File: config.mk
export PLATFORM = sky130hd
export DESIGN_NAME = mfrs_exec
export DESIGN_NICKNAME = d
export VERILOG_FILES = /design/src/rtl/mfrs_pkg.sv /design/src/rtl/mfrs_exec.sv
export SDC_FILE = /design/constraint.sdc
export NUM_CORES = 1
export LEC_CHECK = 0
export ABC_AREA = 1
export BUFFER_PORTS_ARGS = -buffer_cell sky130_fd_sc_hd__buf_2
export CAP_MARGIN = 10
export CORE_UTILIZATION = 46
export DETAILED_ROUTE_END_ITERATION = 8
export PLACE_DENSITY = 0.8
export SKIP_LAST_GASP = 1
export SLEW_MARGIN = 20
export SYNTH_ARGS = -nofsm -noshare
export SYNTH_HDL_FRONTEND = slang
export SYNTH_SLANG_ARGS = --single-unit
File: constraint.sdc
create_clock -name clk -period 1.3 [get_ports clk]
set_input_delay 0.13 -clock clk [delete_from_list [all_inputs] [get_ports clk]]
set_output_delay 0.13 -clock clk [all_outputs]
set_load 0.02 [all_outputs]
File: src/rtl/mfrs_pkg.sv
// Shared types and codes for the monochrome frame store with region scroll.
// No dependencies; mfrs_exec, mfrs_seq and the top level import this package.
`default_nettype none

package mfrs_pkg;

	// Extended address width: covers the largest store and every scroll address
	localparam int EXT_AW = 17;

	// Item modes
	localparam logic [1:0] MODE_WRITE  = 2'd0;
	localparam logic [1:0] MODE_READ   = 2'd1;
	localparam logic [1:0] MODE_SCROLL = 2'd2;

	// Scroll directions
	localparam logic [1:0] DIR_UP    = 2'd0;
	localparam logic [1:0] DIR_DOWN  = 2'd1;
	localparam logic [1:0] DIR_RIGHT = 2'd2;
	localparam logic [1:0] DIR_LEFT  = 2'd3;

	// Per-byte memory operation issued by the sequencer
	typedef enum logic [2:0] {
		OP_NOP,
		OP_WRITE,
		OP_READ,
		OP_COPY,
		OP_ZERO,
		OP_SHR,
		OP_SHL
	} op_kind_t;

	typedef struct packed {
		logic              valid;
		op_kind_t          kind;
		logic              last;   // final op of an item, produces the result word
		logic              first;  // first byte of a row, clears the shift carry
		logic [EXT_AW-1:0] dst;
		logic [EXT_AW-1:0] src;
		logic [7:0]        wdata;
	} op_t;

endpackage

`default_nettype wire

File: src/rtl/mfrs_exec.sv
// Execute stage: issues the frame store read, then modifies and writes back.
// Depends on mfrs_pkg; drives an mfrs_ram instance held by the top level.
`default_nettype none

module mfrs_exec #(
	parameter int DEPTH = 8192,
	parameter int MAW = 13
) (
	input  logic           clk,
	input  logic           arst_n,
	input  mfrs_pkg::op_t  op,
	output logic [MAW-1:0] ram_raddr,
	input  logic [7:0]     ram_rdata,
	output logic           ram_we,
	output logic [MAW-1:0] ram_waddr,
	output logic [7:0]     ram_wdata,
	output logic           res_valid,
	output logic [7:0]     res_byte
);
	import mfrs_pkg::*;

	localparam logic [EXT_AW:0] DEPTH_X = (EXT_AW + 1)'(DEPTH);

	op_t        op_s1;
	logic       src_ok_s1;
	logic       fwd_s1;
	logic [7:0] fwd_data_s1;
	logic       carry_q;
	logic       fwd_hit;
	logic       dst_ok;
	logic       cin;
	logic [7:0] d;

	// Read issue; a write landing on the same entry this cycle is forwarded
	assign ram_raddr = op.src[MAW-1:0];
	assign fwd_hit   = op.valid && ram_we && (op_s1.dst == op.src);

	always_ff @(posedge clk or negedge arst_n) begin
		if (!arst_n) begin
			op_s1       <= '0;
			src_ok_s1   <= 1'b0;
			fwd_s1      <= 1'b0;
			fwd_data_s1 <= '0;
			carry_q     <= 1'b0;
		end else begin
			op_s1       <= op;
			src_ok_s1   <= {1'b0, op.src} < DEPTH_X;
			fwd_s1      <= fwd_hit;
			fwd_data_s1 <= ram_wdata;
			if (op_s1.valid && op_s1.kind == OP_SHR) begin
				carry_q <= d[0];
			end else if (op_s1.valid && op_s1.kind == OP_SHL) begin
				carry_q <= d[7];
			end
		end
	end

	// Source byte: zero beyond the store, forwarded data, or memory data
	always_comb begin
		if (!src_ok_s1) begin
			d = 8'd0;
		end else if (fwd_s1) begin
			d = fwd_data_s1;
		end else begin
			d = ram_rdata;
		end
	end

	assign cin    = op_s1.first ? 1'b0 : carry_q;
	assign dst_ok = {1'b0, op_s1.dst} < DEPTH_X;

	// Modify and write back
	always_comb begin
		ram_we    = 1'b0;
		ram_wdata = 8'd0;
		unique case (op_s1.kind)
			OP_WRITE: begin
				ram_we    = 1'b1;
				ram_wdata = op_s1.wdata;
			end
			OP_COPY: begin
				ram_we    = 1'b1;
				ram_wdata = d;
			end
			OP_ZERO: begin
				ram_we    = 1'b1;
				ram_wdata = 8'd0;
			end
			OP_SHR: begin
				ram_we    = 1'b1;
				ram_wdata = {cin, d[7:1]};
			end
			OP_SHL: begin
				ram_we    = 1'b1;
				ram_wdata = {d[6:0], cin};
			end
			default: begin
				ram_we    = 1'b0;
				ram_wdata = 8'd0;
			end
		endcase
		ram_we = ram_we && op_s1.valid && dst_ok;
	end

	assign ram_waddr = op_s1.dst[MAW-1:0];

	// Result word leaves with the final op of each item
	assign res_valid = op_s1.valid && op_s1.last;
	assign res_byte  = (op_s1.kind == OP_READ) ? d : 8'd0;

endmodule

`default_nettype wire

==> run metrics, run 1 <==
routed wl met3=approximately 270 um; H-tree depth=2; Final min period=1700 ps; gpl congestion=between 0.8 and 0.9; PD cells=850 nW/um2; number of port buffers=101; total power=2.82 mW; ys flop type=dfrtp_1; area of the die=4800 um2; Tightest Pin Transition=268 ps; final WL=5760 um; gr ovfl total=0; reg2reg start=fwd_s1$_DFF_PN0_; # diodes=0; slowest CP cell=dfrtp_2; top layer in use=met4; num ports=102; routed len/inst=12.5 um; Synth top cells by count=nand2_1 (75), dfrtp_1 (42), nor2_1 (38), inv_1 (33), buf_4 (26); share of cells above drive strength 1=44.4%; failing checks=setup timing; clk buf depth=2; fmax=587 MHz; HP Class=input port to register; Min-Delay Startpoint=op[21]; post-layout util=76.1%; status=finished with violations; Post-DRT Antenna Nets=0; maxcap violations=0; Final Hold Vio Count=0; r2r setup slk=-50 ps; Yosys reg bits=42; via count=2,170; Req. time, crit path=1170 ps; CTS tree=built; critical path arrival=~1600 ps; core area=about 4400 um2; CP Capture Type=output pin; die width=69.3 um; Initial Util=~48%; Met2 Wirelength=about 3200 um; wire length of the first global-routing pass=around 9200 um; RR Endpoint=fwd_data_s1[6]$_DFF_PN0_; Avg Inst Size Synth=7.89 um2; crit path kind=register to output pin; Crit Path Max Fanout=6; row cnt=24; clk_skew=8.38 ps; Synth area leaders=dfrtp_1 (50%), nand2_1 (14%), buf_4 (9.4%); EDFF count, synth=0; Max VDD drop=590 uV; Synth-to-Final Area Change=59.0%; Die Y=69.3 um; vias in the first global route=2,164; Yosys Warn Count=0; synthesized instance count=approximately 260; share of the synthesized area in the top cell type=50.5%; Setup crit start=fwd_s1$_DFF_PN0_; pin count of the biggest net entering global routing=43; Final Cycle Share=131%; Routed met1 length=2160 um; final setup margin=-404 ps; asr flop ratio synth=100%; Max Slew Vio Count=0; Clock Sinks=42; reg2reg path depth=7; dpl hpwl=3660 um; Reg clk slew, reported paths=80 ps; Clock Tree Root=clkbuf_8; Synth Net Count=322; Worst slew margin=81.9%; Overall Global Routing Usage=~24%; # nets final=465; Hold EP=src_ok_s1$_DFF_PN0_; CTS Buf Count=5; initial antenna violation count=0; RSZ-0062 raised after global routing=true; top-count cell post-synth=nand2_1; CP Cell Sequence=nor2_1 > nor2_2 > o21ai_1 > inv_1 > nand2_1 > nand4_1 > buf_4; Skew-Pair Late Insertion Delay=around 290 ps; synth unique cells=22; drt initial violations=87; Lkg Pwr=around 1.8 nW; crit path launch type=register; Crit path largest cell delay=470 ps; Seq/Total Area, Yosys=50.5%; drt pass-1 iters=4; # setup viols final=20; Synth area leader=dfrtp_1; drc violations=0; Via-to-Cell Ratio=approximately 4.7; Mapped Area=between 2000 and 2500 um2; hold depth=2
-- layout by cell type, fill, tap and decap left out --
cell            n
o21ai_0         3
dfrtp_1        41
or2_4           1
nor3_2          4
inv_4           2
buf_12          2
o21ai_2         1
inv_2           7
nor4_2          3
o22ai_1         2
clkinv_2        1
inv_1          30
dlygate4sd3_1  32
clkbuf_1        1
nor2_1         25
clkbuf_8        6
nand3_2         3
nor3_4          1
o21ai_1         3
buf_2          85
nor4_1          1
nand2_2         3
nand2_1        72
a21oi_1         1
nor2_2          9
nand2_4         1
nor3_1          1
nor2_4          6
nand3_1         8
buf_6           7
buf_4          37
a21oi_2         1
dfrtp_2         1
nand4_1         7
-- worst max-delay path by stage --
stage / to / slack, ps / depth (start not counted)
4_1_cts: res_byte[6] / -370 / 5
5_1_grt: ram_wdata[7] / -490 / 7
2_1_floorplan: res_byte[0] / -180 / 3
3_3_place_gp: ram_wdata[0] / -120 / 6
3_5_place_dp: ram_wdata[0] / -180 / 6
6_report: ram_wdata[6] / -400 / 7
-- metrics by stage --
step	hold WS (ps)	cell area, um2	TNS, ps	worst slack, ps	instances
after floorplan	-166	2090	-649	-180	264
after global placement	117	2630	-1100	-118	412
after detailed placement	121	2630	-1680	-178	412
after CTS	9.61	3210	-5240	-366	458
after global routing	17.4	3310	-7210	-492	460
final	15.0	3310	-5720	-404	460
-- power by group --
group	total, mW	switching, mW	leakage (nW)	internal [mW]
sequential	1.40	0.0348	0.510	1.37
clock	0.865	0.437	0.0482	0.429
combinational	0.550	0.286	1.25	0.264
-- metal layers --
layer | global-route usage, % | vias up
met1 | 26.9 | 987
met5 | 0 | -
met4 | 10.4 | 0
li1 | - | 1071
met2 | 46.1 | 98
met3 | 3.92 | 14
-- final cells by class --
cell class / instances / area, um2
inverters: 39 / 151
fillers: 298 / 1040
multi-input cells: 156 / 811
well taps: 52 / 65.1
clock buffers: 7 / 86.3
flip-flops and latches: 42 / 1050
repair buffers: 163 / 1140
clock inverters: 1 / 5.00
-- registers in the layout, indices dropped and copies added (netlist names) --
name and cells:
src_ok_s1 1, ram_waddr 13, fwd_s1 1, carry_q 1, fwd_data_s1 8, op_s1 18
-- critical path: cells and delay by family (launching register included) --
kind / cells / cell delay [ps]
AND/OR/NAND/NOR: 4 / 400
AO/OA/AOI/OAI: 1 / 110
flip-flops: 1 / 470
buffers and inverters: 2 / 290
-- repair_timing --
| item | CTS | global route |
|---|---|---|
| hold buffers | 32 | 0 |
| endpoints found under the hold margin | 73 | 0 |
| endpoints found under the setup margin | 22 | 23 |
| resized for setup | 44 | 20 |
| pin swaps | 11 | 11 |
| setup buffers | 7 | 2 |
-- cells by family (layout without fill, tap and decap cells) --
family,count (synthesis),in the layout,share of synthesized area (%)
buf+inv,66,210,17.1
flops,42,42,50.5
compound gates,11,11,2.94
simple gates,145,145,29.5
Power figures use the tool's default switching activity.
==> run 2, diff against run 1 <==
- ABC_AREA: 1 -> not set
- CORE_UTILIZATION: 46 -> 35
- PLACE_DENSITY: 0.8 -> not set
==> run metrics, run 2 <==
status=finished with violations; failing checks=setup timing; Synth area leader=dfrtp_1; Worst slew margin=76.9% (-5.0 points); clk buf depth=2 (unchanged); Synth Net Count=237 (-26%); hold depth=2 (unchanged); Final Cycle Share=149% (+18 points); Die Y=77.4 um (+12%); Tightest Pin Transition=343 ps (+74.1 ps); final WL=5670 um (-1.6%); RR Endpoint=fwd_data_s1[2]$_DFF_PN0_; Synth top cells by count=dfrtp_1 (42), buf_4 (26), nor2_1 (12); sw power=800 uW (+5.7%); synth unique cells=34 (+55%); Clock Sinks=42 (unchanged); Yosys Warn Count=0 (unchanged); Final Cell Area=3520 um2 (+6.4%); critical path arrival=1800 ps (+230 ps); Skew-Pair Late Insertion Delay=290 ps (about the same); CP Cell Sequence=buf_12 > mux2i_4 > nand2b_4 > o22ai_2 > a221o_1 > buf_2; Post-DRT Antenna Nets=0 (unchanged); fmax=517 MHz (-12%); Most flops, register=op_s1; Crit Path Max Fanout=8 (+2); pin count of the biggest net entering global routing=43 (unchanged); num ports=102 (unchanged); Initial Util=36.1% (-12 points); Clock Tree Root=clkbuf_8; Post-Place Cell Area=2720 um2 (+3.4%); asr flop ratio synth=100% (unchanged); Max Slew Vio Count=0 (unchanged); Seq/Total Area, Yosys=52.8% (+2.4 points); Avg Inst Size Synth=11.1 um2 (+41%); final setup margin=-633 ps (-228 ps); CTS tree=built; drt initial violations=59 (-32%); switching share of total power=24.0% (-2.9 points); ys flop type=dfrtp_1; sequential power share=42.5% (-7.2 points); crit path kind=register to output pin; # nets final=391 (-16%); crit path launch type=register; most frequent cells in the layout=buf_2 (85), dfrtp_1 (41), buf_4 (37), dlygate4sd3_1 (32), buf_6 (23); vias in the first global route=1,924 (-11%); RSZ-0062 raised after global routing=true; sequential cell area=1050 um2 (unchanged); Synth-to-Final Area Change=77.2%; Overall Global Routing Usage=19.1% (-5.4 points); Int Pwr=2.54 mW (+23%); drc violations=0 (unchanged); routed len/inst=14.0 um (+11%); dpl hpwl=3680 um (+0.44%); # diodes=0 (unchanged); reg2reg start=fwd_s1$_DFF_PN0_; share of the synthesized area in the top cell type=52.8% (+2.4 points); synthesized instance count=179 (-32%); Final Hold Vio Count=0 (unchanged); PD cells=947 nW/um2 (+11%); Lkg Pwr=1.69 nW (-6.8%); slowest CP cell=dfrtp_1; Min-Delay Startpoint=op[22]; max FFs per register=18 (unchanged); core area=5510 um2 (+26%); area of the die=5990 um2 (+25%); Yosys reg bits=42 (unchanged); top-count cell post-synth=dfrtp_1; Crit path largest cell delay=380 ps (-90 ps); die width=77.4 um (+12%); reg2reg path depth=10 (+3); gr ovfl total=0 (unchanged); clk_skew=11.7 ps (+3.33 ps); # setup viols final=27 (+35%); HP Class=input port to register; CTS Buf Count=5 (unchanged); fill count=441 (+48%); maxcap violations=0 (unchanged); initial antenna violation count=0 (unchanged); dpl cells=351 (-15%); worst path bufs/invs=2 (unchanged); drt pass-1 iters=4 (unchanged); Reg clk slew, reported paths=80 ps (about the same); CP Capture Type=output pin; gpl congestion=0.910 (+1.3%); area of the multi-input gates=902 um2 (+11%); H-tree depth=2 (unchanged); Mapped Area=1990 um2 (-4.5%); Max VDD drop=656 uV (+11%); post-layout util=64.0% (-12 points); Hold EP=src_ok_s1$_DFF_PN0_; via count=1,916 (-12%); r2r setup slk=-490 ps (-440 ps); wire length of the first global-routing pass=8860 um (-4.0%); Logic pwr share=19.4% (about the same); Final min period=1930 ps (+228 ps); commonest non-fill, non-tap cell in the layout=buf_2; TNS Setup=-9810 ps (-4090 ps); Synth area leaders=dfrtp_1 (53%), buf_4 (9.8%), mux2i_1 (4.0%); number of port buffers=101 (unchanged); Clk pwr share=38.1% (+7.4 points); share of cells above drive strength 1=56.6% (+12 points); EDFF count, synth=0 (unchanged); Req. time, crit path=1170 ps (about the same); Via-to-Cell Ratio=4.72 (about the same); post-route insts no fill=406 (-12%); cell family with most CP delay=compound AO/OA/AOI/OAI gates; row cnt=27 (+13%)
## run 2: changes by cell type after synthesis, sizes merged, moves of 8 or more
cell   delta
nand3     -8
inv      -35
nor2     -28
xor2      +8
xnor2     +9
nand2    -66
mux2i     +8
## run 2: final cells by class
cell class	count	area share (%)
clock buffer	6	2.34
sequential	42	29.9
multi-input combinational	101	25.6
tap	72	2.56
timing repair buffer	179	37.5
clock inverter	2	1.70
inverter	4	0.426
## run 2: cell families after synthesis
group           share of synthesized area, %
mux                                     4.59
xor+xnor                                7.48
flops                                   52.8
simple gates                            14.8
buf+inv                                 11.8
compound gates                          8.49
## run 2: metrics by stage
step,total power [mW],hold slack (ps),setup WS [ps]
finish,3.34,19.1,-633
floorplan,1.72,-166,-223
CTS,3.34,6.26,-621
detailed placement,1.95,126,-318
global placement,1.94,123,-283
global route,3.48,5.32,-715
## run 2: repair_timing
action | 4_1_cts | 5_1_grt
hold buffers | 32 | 0
buffers inserted | 10 | 7
gates resized for setup | 47 | 13
setup endpoints to repair | 25 | 28
endpoints found under the hold margin | 73 | 0
pin swaps | 10 | 8
## run 2: worst max path at each step
stage | from | end | slack (ps) | depth (start not counted)
after floorplan | op_s1[40]$_DFF_PN0_ | fwd_s1$_DFF_PN0_ | -220 | 4
after global placement | fwd_s1$_DFF_PN0_ | ram_wdata[4] | -280 | 6
after detailed placement | fwd_s1$_DFF_PN0_ | ram_wdata[4] | -320 | 6
after CTS | fwd_s1$_DFF_PN0_ | ram_wdata[4] | -620 | 6
after global routing | fwd_s1$_DFF_PN0_ | ram_wdata[4] | -710 | 6
final | fwd_s1$_DFF_PN0_ | ram_wdata[4] | -630 | 6
## run 2: worst reg2reg max path, cell delays in order (launching register included)
cell,delay (ps)
dfrtp_1,400
buf_12,160
buf_4,140
mux2i_2,180
buf_4,150
nor2_1,40
a22oi_1,150
nand2_1,110
buf_4,140
buf_4,120
buf_4,120
## run 2: power by group through the flow
stage,combinational (mW),clock [mW],sequential (mW)
finish,0.648,1.27,1.42
global route,0.696,1.36,1.43
CTS,0.620,1.30,1.42
detailed placement,0.505,0,1.44
global placement,0.501,0,1.44
floorplan,0.297,0,1.43
## run 2: per-layer routing
metal	part of all wire [%]	global-route usage, %
met5	0	0
met4	1.9	6.79
met3	6.0	4.12
met2	54	34.2
met1	38	22.4
