==> src/rtl/mfrs_pkg.sv <==
// Shared types and codes for the monochrome frame store with region scroll.
// No dependencies; mfrs_exec, mfrs_seq and the top level import this package.
`default_nettype none

package mfrs_pkg;

	// Extended address width: covers the largest store and every scroll address
	localparam int EXT_AW = 17;

	// Item modes
	localparam logic [1:0] MODE_WRITE  = 2'd0;
	localparam logic [1:0] MODE_READ   = 2'd1;
	localparam logic [1:0] MODE_SCROLL = 2'd2;

	// Scroll directions
	localparam logic [1:0] DIR_UP    = 2'd0;
	localparam logic [1:0] DIR_DOWN  = 2'd1;
	localparam logic [1:0] DIR_RIGHT = 2'd2;
	localparam logic [1:0] DIR_LEFT  = 2'd3;

	// Per-byte memory operation issued by the sequencer
	typedef enum logic [2:0] {
		OP_NOP,
		OP_WRITE,
		OP_READ,
		OP_COPY,
		OP_ZERO,
		OP_SHR,
		OP_SHL
	} op_kind_t;

	typedef struct packed {
		logic              valid;
		op_kind_t          kind;
		logic              last;   // final op of an item, produces the result word
		logic              first;  // first byte of a row, clears the shift carry
		logic [EXT_AW-1:0] dst;
		logic [EXT_AW-1:0] src;
		logic [7:0]        wdata;
	} op_t;

endpackage

`default_nettype wire

==> src/rtl/mfrs_seq.sv <==
// Sequencer: takes input words and issues one frame store op per cycle, save
// while it waits for output queue room or sets up a scroll. Byte accesses
// issue at once; scrolls walk the region row by row. Depends on mfrs_pkg.
`default_nettype none

module mfrs_seq (
	input  logic          clk,
	input  logic          arst_n,
	input  logic [5:0]    row_bytes,
	input  logic          in_valid,
	output logic          in_ready,
	input  logic [1:0]    mode,
	input  logic [12:0]   byte_address,
	input  logic [7:0]    write_byte,
	input  logic [7:0]    region_left,
	input  logic [7:0]    region_top,
	input  logic [8:0]    region_width,
	input  logic [8:0]    region_height,
	input  logic [1:0]    direction,
	input  logic          space_ok,
	output mfrs_pkg::op_t op
);
	import mfrs_pkg::*;

	typedef enum logic [2:0] {S_IDLE, S_SETUP, S_BASE, S_RUN, S_END} state_t;

	state_t            state_q;
	logic [1:0]        dir_q;
	logic [5:0]        start_q;
	logic [6:0]        span_q;
	logic [8:0]        height_q;
	logic [7:0]        top_q;
	logic [15:0]       mul_q;
	logic [EXT_AW-1:0] base_q;
	logic [EXT_AW-1:0] src_base_q;
	logic [8:0]        rows_q;
	logic [5:0]        col_q;
	logic              first_q;

	logic [EXT_AW-1:0] stride;
	logic [9:0]        first_row;
	logic [8:0]        left_sum;
	logic [9:0]        width_sum;
	logic              row_end;
	logic              vertical;

	assign stride    = EXT_AW'(row_bytes);
	assign left_sum  = {1'b0, region_left} + 9'd7;
	assign width_sum = {1'b0, region_width} + 10'd7;
	assign vertical  = (dir_q == DIR_UP) || (dir_q == DIR_DOWN);
	assign first_row = (dir_q == DIR_DOWN) ? (10'(top_q) + 10'(height_q) - 10'd1)
	                                       : 10'(top_q);
	assign row_end   = (dir_q == DIR_LEFT) ? (col_q == 6'd0)
	                                       : (col_q == 6'(span_q - 7'd1));

	// Op issue
	always_comb begin
		op       = '0;
		op.kind  = OP_NOP;
		in_ready = 1'b0;
		unique case (state_q)
			S_IDLE: begin
				in_ready = space_ok;
				op.dst   = EXT_AW'(byte_address);
				op.src   = EXT_AW'(byte_address);
				op.wdata = write_byte;
				op.last  = 1'b1;
				case (mode)
					MODE_WRITE:  op.kind = OP_WRITE;
					MODE_READ:   op.kind = OP_READ;
					MODE_SCROLL: op.last = 1'b0;
					default:     op.kind = OP_NOP;
				endcase
				op.valid = in_valid && space_ok && (mode != MODE_SCROLL);
			end
			S_RUN: begin
				op.valid = 1'b1;
				op.first = first_q;
				op.dst   = base_q + EXT_AW'(col_q);
				op.src   = src_base_q + EXT_AW'(col_q);
				if (vertical && rows_q == 9'd1) begin
					op.kind = OP_ZERO;
				end else begin
					unique case (dir_q)
						DIR_UP:    op.kind = OP_COPY;
						DIR_DOWN:  op.kind = OP_COPY;
						DIR_RIGHT: op.kind = OP_SHR;
						DIR_LEFT:  op.kind = OP_SHL;
					endcase
				end
			end
			S_END: begin
				op.valid = space_ok;
				op.last  = 1'b1;
			end
			default: begin
				op.valid = 1'b0;
			end
		endcase
	end

	// State and walk registers
	always_ff @(posedge clk or negedge arst_n) begin
		if (!arst_n) begin
			state_q    <= S_IDLE;
			dir_q      <= '0;
			start_q    <= '0;
			span_q     <= '0;
			height_q   <= '0;
			top_q      <= '0;
			mul_q      <= '0;
			base_q     <= '0;
			src_base_q <= '0;
			rows_q     <= '0;
			col_q      <= '0;
			first_q    <= 1'b0;
		end else begin
			unique case (state_q)
				S_IDLE: begin
					if (in_valid && space_ok && mode == MODE_SCROLL) begin
						dir_q    <= direction;
						start_q  <= 6'(left_sum >> 3);
						span_q   <= 7'(width_sum >> 3);
						height_q <= region_height;
						top_q    <= region_top;
						state_q  <= S_SETUP;
					end
				end
				S_SETUP: begin
					mul_q <= 16'(row_bytes) * 16'(first_row);
					if (height_q == 9'd0 || span_q == 7'd0) begin
						state_q <= S_END;
					end else begin
						state_q <= S_BASE;
					end
				end
				S_BASE: begin
					base_q <= EXT_AW'(mul_q) + EXT_AW'(start_q);
					unique case (dir_q)
						DIR_UP:   src_base_q <= EXT_AW'(mul_q) + EXT_AW'(start_q) + stride;
						DIR_DOWN: src_base_q <= EXT_AW'(mul_q) + EXT_AW'(start_q) - stride;
						default:  src_base_q <= EXT_AW'(mul_q) + EXT_AW'(start_q);
					endcase
					rows_q  <= height_q;
					col_q   <= (dir_q == DIR_LEFT) ? 6'(span_q - 7'd1) : 6'd0;
					first_q <= 1'b1;
					state_q <= S_RUN;
				end
				S_RUN: begin
					if (row_end) begin
						first_q <= 1'b1;
						col_q   <= (dir_q == DIR_LEFT) ? 6'(span_q - 7'd1) : 6'd0;
						rows_q  <= rows_q - 9'd1;
						if (dir_q == DIR_DOWN) begin
							base_q     <= base_q - stride;
							src_base_q <= src_base_q - stride;
						end else begin
							base_q     <= base_q + stride;
							src_base_q <= src_base_q + stride;
						end
						if (rows_q == 9'd1) begin
							state_q <= S_END;
						end
					end else begin
						first_q <= 1'b0;
						col_q   <= (dir_q == DIR_LEFT) ? (col_q - 6'd1) : (col_q + 6'd1);
					end
				end
				S_END: begin
					if (space_ok) begin
						state_q <= S_IDLE;
					end
				end
				default: begin
					state_q <= S_IDLE;
				end
			endcase
		end
	end

endmodule

`default_nettype wire

==> config.mk <==
export PLATFORM = sky130hd
export DESIGN_NAME = mfrs_seq
export DESIGN_NICKNAME = d
export VERILOG_FILES = /design/src/rtl/mfrs_pkg.sv /design/src/rtl/mfrs_seq.sv
export SDC_FILE = /design/constraint.sdc
export NUM_CORES = 1
export LEC_CHECK = 0
export BUFFER_PORTS_ARGS = -buffer_cell sky130_fd_sc_hd__buf_2
export CAP_MARGIN = 20
export CELL_PAD_IN_SITES_DETAIL_PLACEMENT = 1
export CELL_PAD_IN_SITES_GLOBAL_PLACEMENT = 1
export CORE_MARGIN = 2
export CORE_UTILIZATION = 49
export DETAILED_ROUTE_END_ITERATION = 16
export PLACE_DENSITY_LB_ADDON = 0.1
export SLEW_MARGIN = 25
export SYNTH_ARGS = -nofsm -noshare
export SYNTH_HDL_FRONTEND = slang
export SYNTH_SLANG_ARGS = --single-unit
==> constraint.sdc <==
create_clock -name clk -period 14.2 [get_ports clk]
set_input_delay 0 -clock clk [delete_from_list [all_inputs] [get_ports clk]]
set_output_delay 0 -clock clk [all_outputs]
set_load 0.02 [all_outputs]
==> results of run 1 <==
[metrics by stage]
| stage | hold WS (ps) | cell area, um2 |
|---|---|---|
| 6_report | 78.49 | 12810 |
| 3_5_place_dp | 63.41 | 12130 |
| 4_1_cts | 65.66 | 12800 |
| 2_1_floorplan | -295.6 | 11310 |
| 5_1_grt | 109.7 | 12810 |
| 3_3_place_gp | 62.09 | 12130 |
[critical path: stages (launching register included)]
cell and delay [ps]:
dfrtp_1 360, inv_1 60, ha_1 280, inv_1 60, ha_1 170, inv_1 60
fa_1 370, nor2b_1 150, o21ai_0 110, and3_1 200, o31ai_1 530, nand2_1 150
fa_1 530, fa_1 460, fa_1 550, inv_1 40, ha_1 330, a21o_1 200
a21o_1 190, a21oi_1 190, o21ai_0 170, a41oi_1 310, nand2b_1 100, xnor2_1 130
o21ai_0 90
[logic make-up (layout without fill, tap and decap cells)]
kind of cell	after synthesis	count (layout)	share of synthesized area (%)
AOI/OAI and AO/OA	402	402	21.86
xor gates and xnor gates	109	109	8.683
adders and majority gates	157	157	20.09
buffers and inverters	174	300	5.995
DFF	101	101	22.34
muxes	13	13	1.206
other	0	1	0
and+or+nand+nor	470	470	19.83
[flip-flops by register name (all words and copies together) (netlist names)]
name	flops
base_q	17
col_q	6
dir_q	2
first_q	1
height_q	9
mul_q	16
rows_q	9
span_q	7
src_base_q	17
start_q	6
state_q	3
top_q	8
[metal layers]
layer | part of all wire, % | routed length (um)
met2 | 51 | 18010
met3 | 3.2 | 1129
met5 | 0 | 0
met1 | 43 | 15060
met4 | 3.1 | 1098
[worst max-delay path by stage]
stage / start / to / cells after the start
after detailed placement: height_q[1] / mul_q[14] / 26
after CTS: height_q[1] / mul_q[14] / 26
after global routing: height_q[1] / mul_q[14] / 26
after global placement: height_q[1] / mul_q[15] / 24
after floorplan: height_q[1] / mul_q[15] / 24
final: height_q[1] / mul_q[13] / 24
[area by class of cell]
class                   count  area, um2
well taps                 285      356.6
repair buffers            162       1013
fillers                  2863       9833
multi-input cells        1151       8124
inverters                 122      457.9
clock inverters             7      100.1
clock buffers               9      225.2
flip-flops and latches    101       2527
diodes                      1      2.502
[layout by cell type (no fill, tap or decap), drive strengths merged, types with 13 or more instances in the layout]
master       Yosys  layout
nand2          164     164
o21ai          144     144
buf             13     127
inv            121     125
ha             116     116
nor2           106     106
dfrtp          101     101
a21oi           99      99
xnor2           71      71
fa              41      41
xor2            36      36
dlygate4sd3      0      35
and2            34      34
a21o            31      31
nor3            31      31
nand3           26      26
nand2b          23      23
nor2b           23      23
a31oi           18      18
o21a            17      17
and3            13      13
o31ai           13      13
==> impl_results.md, run 1 <==
- Reg2reg start: height_q[1]
- CP Capture Type: flop
- Status: completed
- Post-synth cell types: 75
- Met2 Track Usage GR: 55.75%
- Post-layout instance count excluding filler cells: 1838
- # hold bufs at CTS: 35
- GR Util met3: ~3.2%
- # IOs: 118
- Most frequent cell after synthesis: nand2_1
- Required @ worst endpoint: around 14000 ps
- Total setup buffers inserted after CTS: 0
- MaxCap Viol Count: 0
- DRT iter0 DRCs: approximately 490
- Yosys top cell area share: ~22%
- Leading area contributor after synthesis: dfrtp_1
- Worst-Skew Late Latency: between 300 and 400 ps
- Largest net degree at the start of global routing: 75
- Layout cells sized above 1: between 10% and 20%
- Worst Hold Launch: region_width[0]
- Site row count: 55
- Top post-synthesis cells by count: 164 x nand2_1, 141 x o21ai_0, 120 x inv_1
- Sink Count: between 100 and 150
- Peak fanout along the critical path: 6
- Worst slew pin tran: around 1000 ps
- Placed cells: approximately 1800
- Vias per inst: ~6
- Yosys warns: 0
- Final wirelength: ~35000 um
- Worst slack, placed: slightly above 8000 ps
- Inserted Clock Buffers: 9
- Detailed-placement wirelength estimate: 26530 um
- H-tree depth: 3
- Reg2reg end: mul_q[13]
- Post-synthesis sequential area ratio: between 20% and 30%
- Die width: roughly 160 um
- Min-Delay Endpoint: span_q[0]
- Crit share post-route: a little over two fifths
- Syn Area/Cell: 7.933 um2
- Post-synth ARST share: 100.0%
- HP Class: in2reg
- Setup Crit Path Kind: reg2reg
- Crit path time final: about 5900 ps
- Mapped Nets: approximately 1700
- DIE HEIGHT: 155.9 um
- Reg clk slew, reported paths: 80 ps
- Cells on Worst Hold Path: 5
- Antenna Nets Post-Route: 0
- Post-synth EDFFs: 0
- CP startpoint kind: flop
- Initial Util: 49.96%
- Final net count: 1773
- RSZ-0062 raised after global routing: false
- Max-slew violation count: 0
- Congestion Overflow GR: 0
- I/O Buffers: 117
- DR pass1 iterations: 5
- Final WS setup: between 8000 and 9000 ps
- First-pass GRT wire length: between 50000 and 60000 um
- Global-route layer with the greatest usage: met2
- Total negative slack: 0 ps
- Main flop type after synthesis: dfrtp_1
- Core ar.: roughly 23000 um2
- Routed length per instance: 19.20 um
- CTS tree: yes
- Clock Skew: 20.43 ps
- CP arrival: 6140 ps
- Core Util, Final: between 50% and 60%
- Largest cells by area after synthesis: dfrtp_1 22%, ha_1 13%, fa_1 7.3%, o21ai_0 6.2%, xnor2_1 5.5%
- Initial antenna violation count: 1
- Root buf cell: clkbuf_16
- Post-CTS resize count: 0
- Fmax: roughly 0.17 GHz
- Gpl congestion: roughly 0.86
- R2R cell count: 24
- #FFs+latches synth: slightly above 100
- Fin. Hold Viols: 0
- Via Count: ~11000
- DRC: 0
- CTS max path bufs: 2
- Number of global-route vias before repair: between 10000 and 15000
- Synthesized area: between 10000 and 15000 um2
- Post-synthesis cell count: 1426
- Met1 usage: a little under two fifths
- Setup-failing EPs final: 0
- R2R Setup Slk: around 8300 ps
- Total GRT Usage: a little under a third
- Slew HR: between 30% and 40%
- DIE AREA: about 24000 um2
- P&R area growth vs syn: 13.22%
Power of run 1 is not shown: default switching activity piles up to over one toggle a cycle in this logic, so the estimate is an artifact.
==> run 2: changes to the inputs <==
ABC_AREA = 1   (was default)
CORE_UTILIZATION = 44   (was 49)
clock period = 6.1 ns   (was 14.2 ns; I/O delays follow)
==> run 2 against run 1 <==
  * Critical path type unchanged
  * Worst hold slack got worse by 29 ps
  * Highest routed layer unchanged
  * Sequential share of layout area down 1.4 points
  * Fmax grew 5.7%
==> impl_results.md, run 2 <==
- Routed length per instance: 17.07 um (-11%)
- CP Capture Type: flop
- Most frequent cell after synthesis: nand2_1
- Required @ worst endpoint: 6370 ps (-8040 ps)
- CTS max path bufs: 2 (unchanged)
- Post-synth cell types: 45 (-40%)
- DIE AREA: 29180 um2 (+20%)
- Worst Hold Launch: region_width[3]
- Fin area: 13810 um2 (+7.8%)
- Congestion Overflow GR: 0 (unchanged)
- Cells on Worst Hold Path: 3 (-2)
- Top Registers: base_q: 17 flops, src_base_q: 17 flops, mul_q: 16 flops
- Root buf cell: clkbuf_16
- First-pass GRT wire length: 68120 um (+17%)
- CTS tree: yes
- Final wirelength: 41540 um (+18%)
- Power Dens Cells: 394.0 nW/um2
- Total GRT Usage: 29.33% (-0.97 points)
- Initial antenna violation count: 0 (-1)
- Worst-Skew Late Latency: 370 ps (about the same)
- Min-Delay Endpoint: span_q[0]
- Top Metal Used: met4
- Main flop type after synthesis: dfrtp_1
- HP Class: in2reg
- Yosys warns: 0 (unchanged)
- Sink Count: 101 (unchanged)
- DRC: 0 (unchanged)
- Site row count: 61 (+11%)
- Crit share post-route: 92.02% (+50 points)
- Post-synth ARST share: 100.0% (unchanged)
- MaxCap Viol Count: 0 (unchanged)
- Placed cells: 2383 (+33%)
- Number of global-route vias before repair: 13640 (+18%)
- Final net count: 2276 (+28%)
- Gpl congestion: 0.9224 (+7.2%)
- Initial Util: 44.44% (-5.5 points)
- Slew HR: 34.69% (+3.2 points)
- Post-synthesis sequential area ratio: 20.64% (-1.7 points)
- Largest cells by area after synthesis: dfrtp_1 21%, nand2_1 18%, ha_1 12%, inv_1 8.7%, fa_1 6.7%
- #FFs+latches synth: 101 (unchanged)
- Met2 wire len: 20790 um (+15%)
- DR pass1 iterations: 7 (+2)
- Sequential share of power: between 20% and 30%
- Setup-failing EPs final: 0 (unchanged)
- DRT iter0 DRCs: 585 (+20%)
- Die width: 170.8 um (+9.5%)
- Switching share of power: between 50% and 60%
- Commonest non-fill, non-tap cell in the layout: nand2_1
- Commonest cells after routing, fill and taps aside: 580 x nand2_1, 283 x inv_1, 171 x nor2_1
- Fmax: 0.1782 GHz (+5.7%)
- M1 wire length: 18540 um (+23%)
- RSZ-0062 raised after global routing: false
- Inserted Clock Buffers: 9 (unchanged)
- Via Count: 13170 (+22%)
- I/O Buffers: 117 (unchanged)
- Reg clk slew, reported paths: 80 ps (about the same)
- Post-synthesis cell count: 1923 (+35%)
- N_diodes: 0 (-1)
- Antenna Nets Post-Route: 0 (unchanged)
- Setup Crit Path Kind: reg2reg
- Layout cells sized above 1: 8.273% (-2.6 points)
- Fin. Hold Viols: 0 (unchanged)
- P&R area growth vs syn: 12.79%
- Post-synth EDFFs: 0 (unchanged)
- Vias per inst: 5.413 (-7.6%)
- Crit path time final: 5613 ps (-322.0 ps)
- Worst slack, placed: 462.3 ps (-7800 ps)
- Max-slew violation count: 0 (unchanged)
- Final WS setup: 486.7 ps (-7778 ps)
- Synthesized area: 12240 um2 (+8.2%)
- R2R cell count: 27 (+13%)
- Core ar.: 27550 um2 (+22%)
- Total negative slack: 0 ps (unchanged)
- # IOs: 118 (unchanged)
- Yosys top cell area share: 20.64% (-1.7 points)
- Peak VDD IR: ~0.00018 V
- Clock Skew: 13.11 ps (-7.320 ps)
- Syn Area/Cell: 6.367 um2 (-20%)
- Largest net degree at the start of global routing: 66 (-12%)
- Leading area contributor after synthesis: dfrtp_1
- Top post-synthesis cells by count: 581 x nand2_1, 283 x inv_1, 172 x nor2_1
- Clock share of power: between 10% and 20%
- WL met3: 1050 um (-7.0%)
- H-tree depth: 3 (unchanged)
- Mapped Nets: 2149 (+30%)
- Leak: between 7 and 8 nW
- Logic pwr share: between 60% and 70%
- R2R Setup Slk: 490 ps (-7780 ps)
- CP arrival: 5880 ps (-260 ps)
- Detailed-placement wirelength estimate: 32720 um (+23%)
- DIE HEIGHT: 170.8 um (+9.5%)
- CP startpoint kind: flop
- Reg2reg end: mul_q[13]
- Total setup buffers inserted after CTS: 0 (unchanged)
- Reg2reg start: height_q[3]
- Psw: about 2.9 mW
- Worst slew pin tran: 969.4 ps (-57.70 ps)
- Peak fanout along the critical path: 6 (unchanged)
- DP Area: 13170 um2 (+8.5%)
- Post-layout instance count excluding filler cells: 2433 (+32%)
- Hold WS: 49.92 ps (-28.57 ps)
- Status: completed
- Pint: around 2.5 mW
run 2: cell count changes after synthesis, moves of 26 or more:
cell / previous run / this run
inv_1: 120 / 283
nand3_1: 26 / 136
nor2_1: 106 / 172
xnor2_1: 71 / 17
a21o_1: 31 / 2
nand2_1: 164 / 581
and2_1: 34 / 8
run 2: cells by family after synthesis:
family | after synthesis | synth area share, %
and+or+nand+nor | 973 | 32.98
buffers and inverters | 333 | 10.61
AOI/OAI and AO/OA | 319 | 14.23
adders and majority gates | 157 | 18.56
DFF | 101 | 20.64
xor gates and xnor gates | 40 | 2.984
run 2: timing repair:
| action | CTS | global route |
|---|---|---|
| endpoints found under the setup margin | 0 | 2 |
| resized for setup | 0 | 2 |
| endpoints found under the hold margin | 68 | 0 |
| hold buffers | 34 | 0 |
run 2: area by class of cell:
cell class / count / area (um2)
multi-input cells: 1489 / 8432
clock buffers: 9 / 225.2
clock inverters: 7 / 76.32
fillers: 3808 / 13740
flip-flops and latches: 101 / 2527
well taps: 378 / 473.0
repair buffers: 159 / 988.4
inverters: 290 / 1089
run 2: power groups by stage:
stage | Sequential [mW] | Combinational [mW] | Clock (mW)
finish | 1.09 | 3.74 | 0.610
global route | 1.12 | 4.25 | 0.646
CTS | 1.09 | 3.75 | 0.625
detailed placement | 1.10 | 3.70 | 0
global placement | 1.10 | 3.58 | 0
floorplan | 0.995 | 2.73 | 0
run 2: through the flow:
stage	utilization [%]	total power, mW
floorplan	-	3.725
global placement	47.78	4.675
detailed placement	47.78	4.800
CTS	50.11	5.465
global route	50.12	6.019
finish	50.12	5.441
run 2: worst max path at each step:
stage | startpoint | endpoint | slack, ps | cells past startpoint
6_report | height_q[3] | mul_q[13] | 490 | 27
5_1_grt | height_q[1] | mul_q[12] | 120 | 26
4_1_cts | height_q[1] | mul_q[12] | 430 | 26
3_5_place_dp | height_q[1] | mul_q[12] | 460 | 26
3_3_place_gp | height_q[1] | mul_q[13] | 630 | 27
2_1_floorplan | height_q[1] | mul_q[13] | 1070 | 27
run 2: critical path, cell delays in order, from the launching register on:
cell and delay (ps):
dfrtp_1 340, inv_1 90, ha_1 300, inv_1 40, ha_1 340, a21oi_1 150, nand2_1 110, nand2_1 90
nand2_1 50, nand2_1 50, nand2_1 60, o21ai_0 530, a21oi_1 190, fa_1 500, fa_1 510, inv_1 60
fa_1 540, inv_1 50, ha_1 360, nand3_1 100, nand2_1 150, a21boi_0 140, o21ai_0 330, nand3_1 170
nand2_1 90, nand2_1 50, nand3_1 60, nand2_1 50
run 2: routing by layer:
layer / vias to the layer above / track usage, %
met1: 6411 / 36.58
met4: 0 / 9.433
met5: - / 0
li1: 6465 / -
met3: 63 / 2.521
met2: 230 / 53.41
Power figures use the tool's default switching activity.
